File: config.mk
export PLATFORM = sky130hd
export DESIGN_NAME = tcm_front
export DESIGN_NICKNAME = d
export VERILOG_FILES = /design/src/hdl/tcm_pkg.sv /design/src/hdl/tcm_front.sv
export SDC_FILE = /design/constraint.sdc
export NUM_CORES = 1
export LEC_CHECK = 0
export ABC_CLOCK_PERIOD_IN_PS = 5400
export BUFFER_PORTS_ARGS = -buffer_cell sky130_fd_sc_hd__buf_2
export CAP_MARGIN = 20
export CORE_AREA = 2 2 99 120
export DETAILED_ROUTE_END_ITERATION = 10
export DIE_AREA = 0 0 101 122
export HOLD_SLACK_MARGIN = 0.1
export PLACE_DENSITY = 0.9
export SLEW_MARGIN = 20
export SYNTH_ARGS = -nofsm -noshare
export SYNTH_HDL_FRONTEND = slang
export SYNTH_SLANG_ARGS = --single-unit
File: constraint.sdc
create_clock -name clk -period 5.4 [get_ports clk]
set_input_delay 0.27 -clock clk [delete_from_list [all_inputs] [get_ports clk]]
set_output_delay 0.27 -clock clk [all_outputs]
set_load 0.05 [all_outputs]
File: src/hdl/tcm_pkg.sv
// Shared types, codes and constants of the trajectory condition monitor.
`default_nettype none
package tcm_pkg;

	localparam int DIMENSION_DEF = 8;
	localparam int QUEUE_DEPTH = 2;

	// Input commands.
	localparam logic [1:0] CMD_START = 2'd0;
	localparam logic [1:0] CMD_LOAD = 2'd1;
	localparam logic [1:0] CMD_SAMPLE = 2'd2;

	// Result status codes.
	localparam logic [2:0] STATUS_RUNNING = 3'd0;
	localparam logic [2:0] STATUS_MET = 3'd1;
	localparam logic [2:0] STATUS_DIVERGED = 3'd2;
	localparam logic [2:0] STATUS_SETTLED = 3'd3;
	localparam logic [2:0] STATUS_INITIAL = 3'd4;

	// Condition kinds.
	localparam logic [2:0] KIND_FIXED = 3'd0;
	localparam logic [2:0] KIND_POINT = 3'd1;
	localparam logic [2:0] KIND_LEAVE_RECT = 3'd2;
	localparam logic [2:0] KIND_LEAVE_CIRCLE = 3'd3;
	localparam logic [2:0] KIND_IN_RECT = 3'd4;

	// Register indexes.
	localparam logic [1:0] REG_KIND = 2'd0;
	localparam logic [1:0] REG_PRECISION = 2'd1;
	localparam logic [1:0] REG_RADIUS = 2'd2;
	localparam logic [1:0] REG_LIMIT = 2'd3;

	// Partial flag bits.
	localparam int FLAG_FIXED = 0;
	localparam int FLAG_POINT = 1;
	localparam int FLAG_RECT = 2;
	localparam int FLAG_DIVERGED = 3;

	localparam logic [31:0] STEP_MAX = 32'hFFFF_FFFF;
	localparam logic [47:0] PATH_MAX = 48'hFFFF_FFFF_FFFF;

	typedef struct packed {
		logic [1:0] command;
		logic [5:0] index;
		logic signed [31:0] component_value;
		logic signed [31:0] upper_value;
		logic last;
	} item_t;

	typedef struct packed {
		logic [2:0] status;
		logic [31:0] step_count;
		logic [47:0] path_length;
	} result_t;

	typedef struct packed {
		logic [2:0] condition_kind;
		logic [30:0] precision;
		logic [62:0] radius_squared;
		logic [30:0] overflow_limit;
	} cfg_t;

endpackage
`default_nettype wire

File: src/hdl/tcm_front.sv
// Front end: accepts input items into a short queue for the back end.
`default_nettype none
module tcm_front import tcm_pkg::*; (
	input wire logic clk,
	input wire logic arst_n,
	input wire logic push,
	output logic full,
	input wire item_t in_item,
	output logic head_valid,
	output item_t head_item,
	input wire logic take
);
	localparam int PW = (QUEUE_DEPTH > 1) ? $clog2(QUEUE_DEPTH) : 1;
	localparam int CW = $clog2(QUEUE_DEPTH + 1);

	item_t mem_q [QUEUE_DEPTH];
	logic [PW-1:0] wr_q, rd_q;
	logic [CW-1:0] count_q;
	logic do_push, do_take;

	assign full = (count_q == CW'(QUEUE_DEPTH));
	assign head_valid = (count_q != '0);
	assign head_item = mem_q[rd_q];
	assign do_push = push && !full;
	assign do_take = take && head_valid;

	// Storage is written at the write pointer.
	always_ff @(posedge clk) begin
		if (do_push) begin
			mem_q[wr_q] <= in_item;
		end
	end

	// Pointers and fill count.
	always_ff @(posedge clk or negedge arst_n) begin
		if (!arst_n) begin
			wr_q <= '0;
			rd_q <= '0;
			count_q <= '0;
		end else begin
			if (do_push) begin
				wr_q <= (wr_q == PW'(QUEUE_DEPTH - 1)) ? '0 : wr_q + 1'b1;
			end
			if (do_take) begin
				rd_q <= (rd_q == PW'(QUEUE_DEPTH - 1)) ? '0 : rd_q + 1'b1;
			end
			if (do_push && !do_take) begin
				count_q <= count_q + 1'b1;
			end else if (!do_push && do_take) begin
				count_q <= count_q - 1'b1;
			end
		end
	end
endmodule
`default_nettype wire

== Yosys cells after proc, flatten, opt, wreduce, memory -nomap -nowiden ==
Memory sizes are Yosys's and may differ from the RTL's.
Cells that the tools add are included.
Widths: inputs -> output; s select.
Cells by class
  add/sub/neg operators: 4
  equality and inequality tests: 1
  mux-type cells: 6
  reductions and logical operators: 9
Operators with widths (number)
  $logic_and 1x1->1: 4
  $mux 1: 4
  $mux 2: 2
  $reduce_bool 2->1: 2
  $logic_not 1->1: 3
  $add 1x1->1 const B: 2
  $add 2x1->2 const B: 1
  $eq 2x2->1 const B: 1
  $sub 2x1->2 const B: 1
Word-level totals
  word-level logic and storage cells: 24
  memories: 1
  memory bits (writable): 146
  output and inout bits: 75
  flip-flop bits (word level): 4
Memory list
  mem_q: words 2, bits a word 73, rd ports 1, clocked after memory_dff 0, write ports 1, RTL line tcm_front.sv:16  | item_t mem_q [QUEUE_DEPTH];

== Logic depth before layout (Yosys ltp) ==
  word-level depth: 7
  mapped depth: 7
  mapped depth without buffers: 7

== Least setup slack after synthesis ==
No wires, ideal clock.
  path type: register to register
  start: reg count_q[1]
  end: mem mem_q[0][0] (netlist name) (enable)
  setup slack: 1209 ps
  data arrival time: 3686 ps
  cell stages (with the launch flop): 4
  buffers on the path: 0
  cells stage by stage: dfrtp_1 or2b_2 nand2_1 nor2_1
On the way
  cells in the longest elaborated chain, start to end: 5
RTL lines
  start, declared: RTL line tcm_front.sv:18  | logic [CW-1:0] count_q;
  start signal, assigned: RTL line tcm_front.sv:48  | count_q <= count_q + 1'b1;
  start signal, assigned: RTL line tcm_front.sv:50  | count_q <= count_q - 1'b1;
  $eq 2x2->1: RTL line tcm_front.sv:21  | assign full = (count_q == CW'(QUEUE_DEPTH));
  $logic_not 1->1: RTL line tcm_front.sv:24  | assign do_push = push && !full;
  $logic_and 1x1->1: RTL line tcm_front.sv:24
  $mux 1: RTL line tcm_front.sv:29  | if (do_push) begin
  $mux 1 (not written as such): RTL line tcm_front.sv:30  | mem_q[wr_q] <= in_item;
  end, declared: RTL line tcm_front.sv:16
Every way passes these cells.

==> run metrics <==
status finished, final reports clean; nets@finish 563; antenna violations before repair 0; die area 0.0123 sq mm; Main synth FF type edfxtp_1; Final Setup Violations 0; gpl congestion 0.714; clk_lat worst skew 400 ps; final non-filler cell total 633; CTS Buffer Depth 2; Tcrit/Tclk final 51.8%; Crit path required time 5130 ps; I/O pin cnt 152; post-layout util 70.3%; min cycle time layout 2800 ps; Post-synth ARST share 2.67%; Synth Area in Simple Gates 0.635%; DP HPWL 6.07 mm; drt first pass iters 6; core area 0.0113 sq mm; Min-Delay Path Class input pin to async pin; Post-Syn Instances 246; GRT Total Usage 17.7%; syn_nets 324; H-tree depth 4; largest net degree at the start of global routing 74; adder-cell share of the synthesized area 0.219%; Worst EP arrival 2530 ps; DRT iter0 DRCs 111; clk root buf clkbuf_16; Worst Skew 9.15 ps; RSZ-0062 raised after global routing false; CP Capture Type output pin; synthesized area 0.00572 sq mm; layout cell share with drive strength beyond 1 52.0%; clock tree sinks 150; multiplexer share of the synthesized area 18.3%; Via-to-Cell Ratio 4.89; largest family of logic cells by synthesized area multiplexers; synth warn 0; Final Hold Fails 0; Via Count 3093; Power per Cell Area 617 mW/mm^2; top cells by count, synth edfxtp_1, mux2_4, mux2_2; Placed Cells 526; Mapped Avg Cell Area 23.2 sq um; port bufs 151; standard-cell row count 43; top-count cell post-synth edfxtp_1; diodes inserted 0; biggest area consumer among synthesized cells edfxtp_1; share of the synthesized area in the top cell type 76.7%; Routed Wire Length 11.0 mm; vias in the first global route 3291; hold buffer count at CTS 74; main area contributors after synthesis edfxtp_1, mux2_4, mux2_2; post-synthesis sequential area ratio 78.5%; maximum vdd drop 0.485 mV; Die X 101 microns; total gr overflow 0; hold_ws 209 ps; CTS tree built; Synth Area in Compound Gates 0%; Leakage Power 3.21 nW; wire length per cell 17.3 microns; initial core utilization 50.6%; first-pass GRT wire length 16.0 mm; kind of critical path flop to output pin; register area 0.00449 sq mm; max cap viols 0; CTS buffer count 17; Die Ht 122 microns; post-synth cell types 15; Yosys reg bits 150; setup bufs post-CTS 0; Worst Path Max Fanout 41; fraction of synthesized cell area in xor and xnor cells 0.766%; achievable frequency 0.358 GHz; Post-synth EDFFs 146; # fillers 726; Rel. slew slack 31.6%; fin. max-slew vios 0; Area growth syn-to-layout 39.0%; Setup TNS 0 ps; clock slew seen by the registers of the worst setup and hold paths 60 ps; Worst Max-Slew Pin Slew 1030 ps; Setup crit start kind flop; antenna-violating nets left 0; Post-CTS Resized 0; area of the multi-input gates 0.00115 sq mm; DRC 0
[worst paths after layout]
kind / slack, ps / depth (start not counted) / endpoint / from
worst max-delay path: 2600 / 3 / head_item[66] / rd_q$_DFFE_PN0P_
min in group clk: 230 / 3 / rd_q$_DFFE_PN0P_ / take
worst min register to register: 510 / 1 / count_q[1]$_DFFE_PN0P_ / count_q[1]$_DFFE_PN0P_
max in group asynchronous: 5050 / 2 / rd_q$_DFFE_PN0P_ / arst_n
worst max register to register: 3280 / 4 / mem_q[0][21]$_DFFE_PP_ / count_q[1]$_DFFE_PN0P_
worst min-delay path: 210 / 2 / count_q[1]$_DFFE_PN0P_ / arst_n
[per-layer routing]
layer | GRT usage [%] | up-vias | wire, microns
met4 | 7.43 | 0 | 197
li1 | - | 1449 | -
met1 | 18.4 | 1514 | 4150
met2 | 32.5 | 116 | 6020
met3 | 5.51 | 14 | 590
met5 | 0 | - | 0
[logic make-up after synthesis]
group / after synthesis
adder cells (fa/ha/maj): 1
flip-flops: 150
AND/OR/NAND/NOR: 7
buffers and inverters: 10
multiplexers: 73
XOR/XNOR: 5
[report_power, final]
| part | total, mW | internal, mW | leakage (nW) | switching [mW] |
|---|---|---|---|---|
| Sequential | 1.75 | 1.60 | 1.40 | 0.148 |
| Clock | 1.16 | 0.738 | 0.285 | 0.418 |
| Combinational | 2.00 | 0.660 | 1.53 | 1.34 |
| Total | 4.90 | 3.00 | 3.21 | 1.90 |
[metrics by stage]
step / setup slack (ps) / total power [mW] / instance area (sq um)
floorplan: 1210 / 3.39 / 5720
global placement: 2890 / 3.67 / 6590
detailed placement: 2830 / 3.71 / 6590
CTS: 2540 / 4.92 / 7920
global route: 2490 / 5.07 / 7940
finish: 2600 / 4.90 / 7940
[flip-flops by register name, summed over array words and instances, names as in the netlist]
name / count
mem_q: 146
count_q: 2
rd_q: 1
wr_q: 1
[cells in the final DEF, fill, tap and decap left out]
cell,netlist,routed
nand2_1,2,2
clkinv_4,0,2
mux2_4,60,60
xnor2_1,3,3
dfrtp_1,4,3
mux2_2,13,13
or2_2,1,1
ha_1,1,1
dlygate4sd3_1,0,74
buf_16,0,1
nor2_4,0,1
clkinvlp_4,0,1
nor2_1,2,1
clkinv_2,0,3
dfrtp_4,0,1
buf_2,1,151
inv_1,2,2
buf_4,0,2
bufinv_16,0,3
and3_4,0,1
clkbuf_8,0,1
xor2_1,2,2
clkbuf_1,0,5
edfxtp_1,146,146
clkbuf_16,0,17
or2b_2,1,1
[cell type report]
class	count	area share [%]
clock buffer	23	5.76
clock inverter	9	1.64
inverter	2	0.0945
multi-input combinational	86	14.5
sequential	150	56.5
tap	135	2.13
timing repair buffer	228	19.4
[worst max-delay path, stage by stage (launching register included)]
cell and delay, ps:
dfrtp_4 880, buf_4 640, mux2_4 360, buf_2 210
No activity file was read; power rests on OpenSTA's default activity.
